File: config.mk
export PLATFORM = sky130hd
export DESIGN_NAME = hll_front
export DESIGN_NICKNAME = d
export VERILOG_FILES = /design/src/rtl/hll_pkg.sv /design/src/rtl/hll_front.sv
export SDC_FILE = /design/constraint.sdc
export NUM_CORES = 1
export LEC_CHECK = 0
export ABC_AREA = 1
export BUFFER_PORTS_ARGS = -buffer_cell sky130_fd_sc_hd__buf_2
export CELL_PAD_IN_SITES_DETAIL_PLACEMENT = 1
export CELL_PAD_IN_SITES_GLOBAL_PLACEMENT = 1
export CORE_UTILIZATION = 40
export DETAILED_ROUTE_END_ITERATION = 10
export PLACE_DENSITY = 0.88
export SYNTH_ARGS = -nofsm -noshare
export SYNTH_HDL_FRONTEND = slang
export SYNTH_SLANG_ARGS = --single-unit
File: constraint.sdc
create_clock -name i_clk -period 5 [get_ports i_clk]
set_clock_uncertainty 0.05 [all_clocks]
set_input_delay 1 -clock i_clk [delete_from_list [all_inputs] [get_ports i_clk]]
set_output_delay 1 -clock i_clk [all_outputs]
set_load 0.05 [all_outputs]
File: src/rtl/hll_pkg.sv
// Shared types and constants of the HyperLogLog sketch.
package hll_pkg;

    typedef enum logic [1:0] {
        OP_ADD   = 2'd0,
        OP_MERGE = 2'd1,
        OP_COUNT = 2'd2,
        OP_CLEAR = 2'd3
    } t_op;

    typedef struct packed {
        logic [1:0]  func;
        logic [31:0] hash;
        logic [13:0] merge_index;
        logic [4:0]  merge_rank;
    } t_req;

    typedef struct packed {
        logic [31:0] estimate;
        logic        overflow;
        logic        updated;
    } t_res;

    // classified command passed from front to back
    typedef struct packed {
        t_op        op;
        logic [4:0] rank;
        logic       idx_ok;
    } t_cmd;

    localparam int CFG_IB_MIN   = 4;
    localparam int CFG_IB_RESET = 14;
    localparam int RANK_FRAC    = 29;  // fraction bits of the harmonic sum

    localparam logic [23:0] ALPHA4_Q24 = 24'd11291066;
    localparam logic [23:0] ALPHA5_Q24 = 24'd11693719;
    localparam logic [23:0] ALPHA6_Q24 = 24'd11895046;
    localparam logic [25:0] LN2_Q26    = 26'd46516319;

    localparam logic [6:0] DIV_STEPS_ALPHA = 7'd64;
    localparam logic [6:0] DIV_STEPS_EST   = 7'd93;
    localparam logic [5:0] LOG_K_TOP       = 6'd56;
    localparam logic [5:0] LARGE_WHOLE     = 6'd56;

endpackage

File: src/rtl/hll_front.sv
// Front end: accepts requests, decodes index and rank, two-entry command queue.
module hll_front import hll_pkg::*; #(
    parameter int MAX_INDEX_BITS = 14,
    localparam int IB_W = $clog2(MAX_INDEX_BITS + 1)
) (
    input  logic                      i_clk,
    input  logic                      i_rst_n,
    input  logic [IB_W-1:0]           i_index_bits,
    input  logic                      i_valid,
    output logic                      o_stall,
    input  t_req                      i_req,
    input  logic                      i_clearing,
    input  logic                      i_pop,
    output logic                      o_q_valid,
    output t_cmd                      o_q_cmd,
    output logic [MAX_INDEX_BITS-1:0] o_q_idx
);

    logic [5:0]  w_tail_bits;
    logic [31:0] w_add_idx;
    logic [31:0] w_mrg_idx;
    logic [5:0]  w_tz;
    logic [5:0]  w_tz_cap;
    logic [5:0]  w_mrg_cap;
    t_cmd        w_cmd;
    logic [MAX_INDEX_BITS-1:0] w_idx;
    logic        w_push;

    t_cmd                      r_q_cmd [2];
    logic [MAX_INDEX_BITS-1:0] r_q_idx [2];
    logic                      r_wp;
    logic                      r_rp;
    logic [1:0]                r_cnt;

    assign w_tail_bits = 6'd32 - 6'(i_index_bits);
    assign w_add_idx   = i_req.hash >> w_tail_bits;
    assign w_mrg_idx   = 32'(i_req.merge_index);
    assign w_mrg_cap   = w_tail_bits + 6'd1;

    // trailing zero count of the hash
    always_comb begin
        w_tz = 6'd32;
        for (int i = 31; i >= 0; i--) begin
            if (i_req.hash[i]) begin
                w_tz = 6'(i);
            end
        end
    end

    assign w_tz_cap = (w_tz > w_tail_bits) ? w_tail_bits : w_tz;

    always_comb begin
        w_cmd.op     = t_op'(i_req.func);
        w_cmd.rank   = 5'd0;
        w_cmd.idx_ok = 1'b0;
        w_idx        = '0;
        case (w_cmd.op)
            OP_ADD: begin
                w_cmd.rank   = 5'(w_tz_cap + 6'd1);
                w_cmd.idx_ok = 1'b1;
                w_idx        = w_add_idx[MAX_INDEX_BITS-1:0];
            end
            OP_MERGE: begin
                w_cmd.rank   = ({1'b0, i_req.merge_rank} > w_mrg_cap) ?
                               5'(w_mrg_cap) : i_req.merge_rank;
                w_cmd.idx_ok = ((w_mrg_idx >> i_index_bits) == 32'd0);
                w_idx        = w_mrg_idx[MAX_INDEX_BITS-1:0];
            end
            default: begin
            end
        endcase
    end

    assign o_stall = (r_cnt == 2'd2) || i_clearing;
    assign w_push  = i_valid && !o_stall;

    always_ff @(posedge i_clk) begin
        if (!i_rst_n) begin
            r_wp  <= 1'b0;
            r_rp  <= 1'b0;
            r_cnt <= 2'd0;
        end else begin
            if (w_push) begin
                r_q_cmd[r_wp] <= w_cmd;
                r_q_idx[r_wp] <= w_idx;
                r_wp          <= ~r_wp;
            end
            if (i_pop) begin
                r_rp <= ~r_rp;
            end
            r_cnt <= r_cnt + 2'(w_push) - 2'(i_pop);
        end
    end

    assign o_q_valid = (r_cnt != 2'd0);
    assign o_q_cmd   = r_q_cmd[r_rp];
    assign o_q_idx   = r_q_idx[r_rp];

endmodule

==> results of run 1 <==
[stage by stage]
step	utilization [%]	cell area, µm²	hold WS [ns]
floorplan	-	4374	0.3953
global placement	47.20	4938	0.4033
detailed placement	47.20	4938	0.4179
CTS	48.52	5076	0.4441
global route	48.52	5076	0.4642
finish	48.52	5076	0.4443
[metal layers]
metal / track usage [%] / vias up / share of wire [%]
li1: - / 2249 / -
met1: 30.99 / 2156 / 45
met2: 44.10 / 139 / 49
met3: 2.249 / 27 / 4.4
met4: 9.295 / 0 / 2.4
met5: 0 / - / 0
[cell usage after synthesis (all sizes together)]
cell / number / area, µm²
nand2: 172 / 660.6
o21ai: 96 / 480.5
inv: 78 / 292.8
edfxtp: 44 / 1321
nor2: 39 / 146.4
a21oi: 23 / 115.1
mux2: 22 / 247.7
nand3: 22 / 115.1
clkbuf: 21 / 78.83
ha: 16 / 200.2
mux2i: 14 / 140.1
o211ai: 11 / 82.58
o22ai: 10 / 62.56
buf: 7 / 27.52
nor3: 7 / 35.03
dfxtp: 5 / 100.1
a22o: 4 / 35.03
o221ai: 4 / 35.03
or2: 4 / 25.03
xnor2: 4 / 35.03
a311oi: 2 / 17.52
a31oi: 2 / 12.51
clkinv: 2 / 7.510
nor4: 2 / 12.51
o31ai: 2 / 15.01
a2111oi: 1 / 8.760
a211oi: 1 / 7.510
a21boi: 1 / 11.26
a21o: 1 / 7.510
a221o: 1 / 10.01
a22oi: 1 / 7.510
o221a: 1 / 11.26
xor2: 1 / 8.760
[registers in the layout (all words and copies together), names as in the netlist, named ones only]
signal and count:
r_q_cmd 16, r_wp 1, r_rp 1, r_cnt 2
r_q_idx 28
[critical path, delay by kind of cell]
kind	cells	cell delay (ns)
simple gates	39	2.42
fa+ha+maj	2	0.34
buf+inv	3	0.30
compound gates	3	0.31
[kinds of logic after synthesis]
group           count (synthesis)
compound gates                161
xor+xnor                        5
buf+inv                       108
fa+ha+maj                      16
mux                            36
simple gates                  246
flops                          49
[power groups by stage]
| stage | registers, mW | logic, mW | clock network, mW |
|---|---|---|---|
| 2_1_floorplan | 0.479 | 0.324 | 0 |
| 4_1_cts | 0.477 | 0.461 | 0.340 |
| 5_1_grt | 0.478 | 0.507 | 0.348 |
| 3_5_place_dp | 0.486 | 0.458 | 0 |
| 3_3_place_gp | 0.485 | 0.439 | 0 |
| 6_report | 0.477 | 0.462 | 0.337 |
[worst paths after layout]
check / depth (start not counted) / from / end / slack (ns)
min: 2 / r_wp / r_wp / 0.44
max: 47 / i_req[49] / r_q_cmd[1][5] / 0.66
min reg2reg: 2 / r_wp / r_wp / 0.44
max reg2reg: 6 / r_cnt[0] / r_q_cmd[0][4] / 2.91
[area by class of cell]
type / instances / area, µm² / share of cell area, %
timing repair buffer: 93 / 485.5 / 9.564
clock inverter: 3 / 68.82 / 1.356
tap: 136 / 170.2 / 3.352
inverter: 80 / 300.3 / 5.916
clock buffer: 5 / 68.82 / 1.356
multi-input combinational: 464 / 2561 / 50.46
sequential: 49 / 1421 / 28.00
==> run summary, run 1 <==
CTS Hold Bufs - 0
CP required - 5.01 ns
Yosys reg bits - 49
n_diodes - 0
Gate power share - 36.2%
largest net degree at the start of global routing - 68
Peak Freq - 0.2307 GHz
commonest non-fill, non-tap cells in the layout - 168 x nand2_1, 85 x buf_2, 61 x inv_1
Avg Cell Area, Syn - 7.044 µm²
Clock power frac - 26.4%
clk sinks - 49
clk slew on worst S/H paths - 0.09 ns
fraction of layout cells with a size suffix above 1 - 21.76%
status - complete, no violations
Ys Warns - 0
Resized Gates After CTS - 0
grt total ovfl - 0
NetSw - 461.9 µW
Final WS setup - 0.6648 ns
Min Clock Period, post-route - 4.335 ns
setup bufs post-CTS - 0
mux cell area share after synthesis - 8.867%
post-synthesis simple-gate area fraction - 22.74%
Worst Path Arrival - 4.34 ns
post-synthesis sequential area ratio - 32.49%
worst vdd ir - 0.0003149 V
Least-Margin Pin Slew - 1.119 ns
root buf cell - clkbuf_8
First-pass DRT Iterations - 4
depth of the CTS H-tree - 2
gr usage total - 24.79%
vias in the first global route - 4,599
Slew Limit Fails - 0
final setup fails - 0
total CTS buffers - 5
Placeable Area - 0.01046 mm²
CP Class - in -> reg
Max-slew headroom - 25.35%
wire length per cell - 16.82 µm
Compound-Gate Fraction of Synth Area - 21.02%
largest family of logic cells by synthesized area - simple AND/OR/NAND/NOR gates
Initial Utilization - 41.81%
Cell Rows - 37
Die H - 106.6 µm
startpoint types - input port
post-synthesis adder-cell area fraction - 4.577%
RD Place Congestion - 0.8832
unrepaired setup endpoints after global routing - no
Total Power - 1.276 mW
HP Class - reg -> reg
initial antenna violation count - 0
DRC errors left - 0
Vias - 4,571
CP max stage cell - ha_1
DRT iter0 DRCs - 193
Cell Area, Synth - 0.004374 mm²
sw frac - 36.19%
sequential share of power - 37.3%
Final nets - 771
fin cells - 830
Fillers - 1,402
number of I/O pins - 86
setup TNS - 0 ns
Max-Cap Viols - 0
global-route wire length before repair - 22,460 µm
xor and xnor area share after synthesis - 1.001%
Int Pwr - 814.4 µW
dpl ws - 0.3525 ns
max incr delay on CP - 0.17 ns
DPL Wire Length - 11,300 µm
CTS tree - yes
drt total wl - 13,960 µm
placed insts - 822
CTS Buffer Depth - 2
synth unique cells - 41
Routed Antenna Nets - 0
most used cell, CP - nand2_1
most common cell after layout, fill and taps aside - nand2_1
Layout area overhead - 16.05%
IO Port Bufs - 85
Chip Width - 106.6 µm
CP Max Fanout - 8
Clock Latency Late Sink - 0.31 ns
Final Hold Vio Count - 0
Mapped Cells - 621
DIE AREA - 0.01136 mm²
pwr dens - 251.4 mW/mm²
LEAKAGE - 2.328 nW
Avg Vias per Cell - 5.507
Crit. End Element - register
final worst path period share - 86.70%
Synthesized Nets - 699
Note: power is estimated with default switching activity, not from simulation.
==> inputs of run 2 (changes only) <==
ABC_AREA = unset   (was 1)
CORE_UTILIZATION = 44   (was 40)
CTS_CLUSTER_DIAMETER = 200   (was unset)
PLACE_DENSITY = 0.89   (was 0.88)
==> run 2 against run 1 <==
Net effect: combinational power rose by 4%; die area down 6.2%; fmax shrank 0.28%.
==> run summary, run 2 <==
status - complete, no violations
RD Place Congestion - 0.8681
max FFs per register - 28
Top reg by flops - r_q_idx
Worst Path Arrival - 4.36 ns
n_diodes - 0
Routed Antenna Nets - 0
clk slew on worst S/H paths - 0.08 ns
unrepaired setup endpoints after global routing - no
HP Class - reg -> reg
max incr delay on CP - 0.68 ns
Yosys top cell area share - 29.33%
Layout area overhead - 12.89%
worst vdd ir - 0.0002160 V
global-route wire length before repair - 20,550 µm
root buf cell - clkbuf_8
Min Clock Period, post-route - 4.347 ns
Die H - 103.2 µm
clk sinks - 49
Final Hold Vio Count - 0
DRC errors left - 0
CTS tree - yes
multi-input logic area - 0.002849 mm²
Fillers - 1,141
setup TNS - 0 ns
Final nets - 603
grt met1 use - 30.47%
Max-slew headroom - 30.08%
Avg Vias per Cell - 6.185
Buf/Inv on CP - 1
IO Port Bufs - 85
met3 Usage GRT - 2.688%
DIE AREA - 0.01065 mm²
Mapped Cells - 455
startpoint types - input port
DRT iter0 DRCs - 227
First-pass DRT Iterations - 4
Placeable Area - 0.009864 mm²
largest net degree at the start of global routing - 43
Least-Margin Pin Slew - 1.049 ns
met2 Track Usage GR - 47.38%
Top FF cell, synth - edfxtp_1
LEAKAGE - 1.960 nW
CTS Hold Bufs - 0
final setup fails - 0
Largest regs - r_q_idx x28, r_q_cmd x16, r_cnt x2
total CTS buffers - 5
CTS Buffer Depth - 2
Peak Freq - 0.2300 GHz
pwr dens - 242.5 mW/mm²
most frequent cell after synthesis - nand2_1
Initial Utilization - 45.67%
Clock Latency Late Sink - 0.31 ns
commonest non-fill, non-tap cells in the layout - 85 x buf_2, 49 x nand2_1, 44 x edfxtp_1
drt total wl - 13,350 µm
DPL Wire Length - 10,500 µm
dominant cells by area after synthesis - edfxtp_1 29%, mux4_2 10%, mux2_2 5.7%, ha_1 4.4%, mux2i_1 4.2%
final worst path period share - 86.95%
Post-synth top cells - 49 x nand2_1, 44 x edfxtp_1, 32 x nor2_1
grt total ovfl - 0
CP Max Fanout - 5
Synth area leader - edfxtp_1
Max-Cap Viols - 0
setup bufs post-CTS - 0
CP max stage cell - nor4_1
Crit. End Element - register
Avg Cell Area, Syn - 9.902 µm²
Cell Area, Synth - 0.004506 mm²
Ys Warns - 0
most used routing layer in global routing - met2
CP required - 5.01 ns
Util after Layout - 51.56%
most common cell after layout, fill and taps aside - buf_2
Vias - 4,070
Yosys reg bits - 49
depth of the CTS H-tree - 2
critical path cell sequence - buf_2 > nor4_1 > nand4_1 > a31oi_1 > ha_1 > and3_1 > nand4_1 > o21ai_0 > a21oi_2 > o21ai_0 > ha_1 > a31oi_1 > o21ai_1 > a32o_1
CP Class - in -> reg
FFs w/ async S/R, synth - 0%
Cell Rows - 36
Total Power - 1.234 mW
Chip Width - 103.2 µm
synth unique cells - 68
fraction of layout cells with a size suffix above 1 - 31.81%
Synthesized Nets - 533
storage element area - 0.001421 mm²
Resized Gates After CTS - 0
number of enable flip-flop cells after synthesis - 44
wire length per cell - 20.29 µm
Hold Slack - 0.5578 ns
Largest delay share family, worst path - compound AO/OA/AOI/OAI gates
gr usage total - 25.31%
initial antenna violation count - 0
Slew Limit Fails - 0
post-synthesis sequential area ratio - 31.55%
vias in the first global route - 4,113
number of I/O pins - 86
-- run 2: changes by cell type in the layout (fill, tap and decap cells not counted), moves of 6 or more --
cell	before	now
a211oi_1	1	7
and2_1	0	6
nand2_1	168	49
mux4_2	0	20
nor2b_1	0	8
inv_2	17	6
nor2_1	38	32
o21ai_0	55	13
nand3_1	21	6
inv_1	61	14
o22ai_1	10	2
a32o_1	0	10
o21ai_1	41	13
-- run 2: final cells by class --
class,count,area share (%)
repair buffers,91,9.250
flip-flops and latches,49,27.95
multi-input cells,358,56.01
inverters,20,1.476
clock inverters,2,0.6888
well taps,133,3.272
clock buffers,5,1.353
-- run 2: through the flow --
| step | setup slack [ns] | cell area (µm²) | std cells |
|---|---|---|---|
| floorplan | 0.2736 | 4506 | 455 |
| global placement | 0.6405 | 4982 | 651 |
| detailed placement | 0.3574 | 4982 | 651 |
| CTS | 0.6997 | 5086 | 658 |
| global route | 0.4705 | 5086 | 658 |
| finish | 0.6526 | 5086 | 658 |
-- run 2: routing by layer --
metal / routed length [µm] / vias to the layer above
li1: - / 1894
met1: 5722 / 2008
met2: 6735 / 143
met3: 584 / 25
met4: 306 / 0
met5: 0 / -
-- run 2: logic make-up (layout without fill, tap and decap cells) --
group	after synthesis	after routing	share of synthesized area [%]
and+or+nand+nor	151	151	17.80
AOI/OAI and AO/OA	118	118	18.50
muxes	63	63	20.22
DFF	49	49	31.55
buffers and inverters	48	118	5.221
adders and majority gates	16	16	4.443
xor gates and xnor gates	10	10	2.277
-- run 2: final timing paths --
check / endpoint / cells after the start / slack, ns / startpoint
worst max-delay path: r_q_cmd[1][5] / 14 / 0.65 / i_req[31]
worst min-delay path: register / 2 / 0.56 / r_rp
worst max register to register: r_q_idx[1][11] / 4 / 2.87 / r_cnt[0]
worst min register to register: register / 2 / 0.56 / r_rp
-- run 2: where the power goes --
part,internal (mW),switching (mW)
sequential,0.470,0.0132
combinational,0.178,0.303
clock,0.145,0.125
total,0.793,0.441
-- run 2: worst register-to-register path: stages, from the launching register on --
cell and delay, ns:
dfxtp_1 0.33, inv_1 0.06, a21o_1 0.17, nor2_1 0.23, and3_1 0.90
==> inputs of run 3 (changes only) <==
GPL_TIMING_DRIVEN = 0   (was unset)
==> run 3 against run 2 <==
Net effect: sequential cell count unchanged; clock power up 6%; register-to-register slack worse by 0.05 ns; fmax down 8.1%; count of clock-buffer cells in the layout up 1; setup slack worse by 0.39 ns; via count up 2.9%; combinational power up 5.6%; critical path depth up 5; die area unchanged; design area up 3.4%; critical path type unchanged; highest routed layer unchanged.
==> run summary, run 3 (synthesized netlist as in run 2, its figures left out) <==
status - complete, no violations
CP Class - in -> reg
worst reg2reg path depth - 4
Largest delay share family, worst path - buffers and inverters
Die H - 103.2 µm
n_diodes - 0
Min Clock Period, post-route - 4.733 ns
commonest non-fill, non-tap cells in the layout - 93 x buf_2, 49 x nand2_1, 44 x edfxtp_1
unrepaired setup endpoints after global routing - no
root buf cell - clkbuf_8
Layout area overhead - 16.72%
startpoint types - input port
Max-Cap Viols - 0
Largest regs - r_q_idx x28, r_q_cmd x16, r_cnt x2
Chip Width - 103.2 µm
Avg Vias per Cell - 6.147
CP Max Fanout - 13
reg2reg start - r_cnt[0]
global-route wire length before repair - 21,940 µm
CP required - 4.98 ns
DIE AREA - 0.01065 mm²
Worst Path Arrival - 4.72 ns
worst hold path startpoint - r_rp
pwr dens - 242.2 mW/mm²
Routed Antenna Nets - 0
worst hold stages - 2
Slew Limit Fails - 0
number of I/O pins - 86
Least-Margin Pin Slew - 1.040 ns
gr usage total - 27.22%
r2r endpoint - r_q_idx[1][7]
DRT iter0 DRCs - 211
Hold Path End - r_rp
First-pass DRT Iterations - 4
clk sinks - 49
Crit. End Element - register
final worst path period share - 94.66%
Clock Latency Late Sink - 0.29 ns
fraction of layout cells with a size suffix above 1 - 33.39%
Initial Utilization - 45.67%
dpl ws - -0.8337 ns
Crit path depth - 19
LEAKAGE - 2.036 nW
RD Place Congestion - 0.8993
fin cells - 681
drt total wl - 14,260 µm
Fillers - 1,158
Final WS setup - 0.2670 ns
CTS Hold Bufs - 0
vias in the first global route - 4,267
Buf/Inv on CP - 7
CTS tree - yes
max FFs per register - 28
depth of the CTS H-tree - 2
DRC errors left - 0
largest net degree at the start of global routing - 23
Critical Path Start - i_index_bits[0]
total CTS buffers - 5
grt total ovfl - 0
DPL Wire Length - 11,670 µm
clk slew on worst S/H paths - 0.09 ns
HP Class - reg -> reg
R2R setup slack - 2.82 ns
IO Port Bufs - 83
Top reg by flops - r_q_idx
Final Hold Vio Count - 0
final setup fails - 0
critical path cell sequence - buf_2 > buf_6 > buf_6 > inv_2 > ha_2 > xnor2_4 > inv_2 > buf_2 > ha_1 > and3_1 > o21ai_1 > and3_1 > a21oi_2 > clkbuf_4 > o21ai_0 > ha_1 > a31oi_1 > o21ai_1 > a32o_1
Final nets - 625
CTS Buffer Depth - 2
wire length per cell - 20.94 µm
placed insts - 672
CP max stage cell - ha_1
max incr delay on CP - 0.29 ns
Vias - 4,186
worst vdd ir - 0.0002206 V
Max-slew headroom - 30.68%
Cell Rows - 36
Peak Freq - 0.2113 GHz
most common cell after layout, fill and taps aside - buf_2
Placeable Area - 0.009864 mm²
initial antenna violation count - 0
-- run 3: cell types whose count changed in the layout (fill, tap and decap cells not counted), sizes merged --
cell	before	now
clkbuf	5	13
clkinv	1	0
clkinvlp	0	1
buf	91	106
-- run 3: final cells by class --
cell class,instances,area [µm²],area share (%)
multi-input combinational,358,2865,54.48
sequential,49,1421,27.03
timing repair buffer,87,452.9,8.613
tap,133,166.4,3.164
buffer,26,155.1,2.950
clock buffer,6,82.58,1.570
inverter,20,77.57,1.475
clock inverter,2,37.54,0.7138
-- run 3: per-stage QoR --
stage	instance area (µm²)	hold slack, ns	total power [mW]	util, %	TNS, ns
floorplan	4506	0.5046	0.8312	-	0
detailed placement	5105	0.5264	0.9882	51.75	-5.901
global placement	5087	0.5181	0.9614	51.57	-4.433
finish	5259	0.5929	1.274	53.31	0
CTS	5218	0.5902	1.271	52.89	0
global route	5259	0.6292	1.332	53.31	0
-- run 3: worst max-delay path by stage --
stage,end,slack (ns)
floorplan,r_q_cmd[0][5],0.27
global placement,r_q_cmd[0][5],-0.71
detailed placement,r_q_cmd[1][5],-0.83
CTS,r_q_cmd[0][5],0.12
global route,r_q_cmd[1][5],0.01
finish,r_q_cmd[0][5],0.27
-- run 3: tightest hold or removal path, cell delays in order (launching register included) --
cell,delay (ns)
dfxtp_1,0.35
xor2_1,0.09
and2_1,0.16
-- run 3: timing repair --
item	CTS	global route
resized for setup	0	5
setup endpoints to repair	8	6
pin swaps	0	2
setup buffers	0	3
-- run 3: power by group --
part	internal [mW]	total [mW]	leakage, nW	switching (mW)
combinational	0.190	0.508	1.53	0.318
clock	0.163	0.287	0.0574	0.124
sequential	0.470	0.479	0.448	0.00890
total	0.823	1.27	2.04	0.451
-- run 3: per-layer routing --
metal | up-vias | share of wire, % | GRT usage [%]
met5 | - | 0 | 0
met4 | 0 | 2.7 | 11.16
met3 | 28 | 4.6 | 2.285
met2 | 153 | 52 | 50.36
met1 | 2060 | 41 | 32.55
li1 | 1945 | - | -
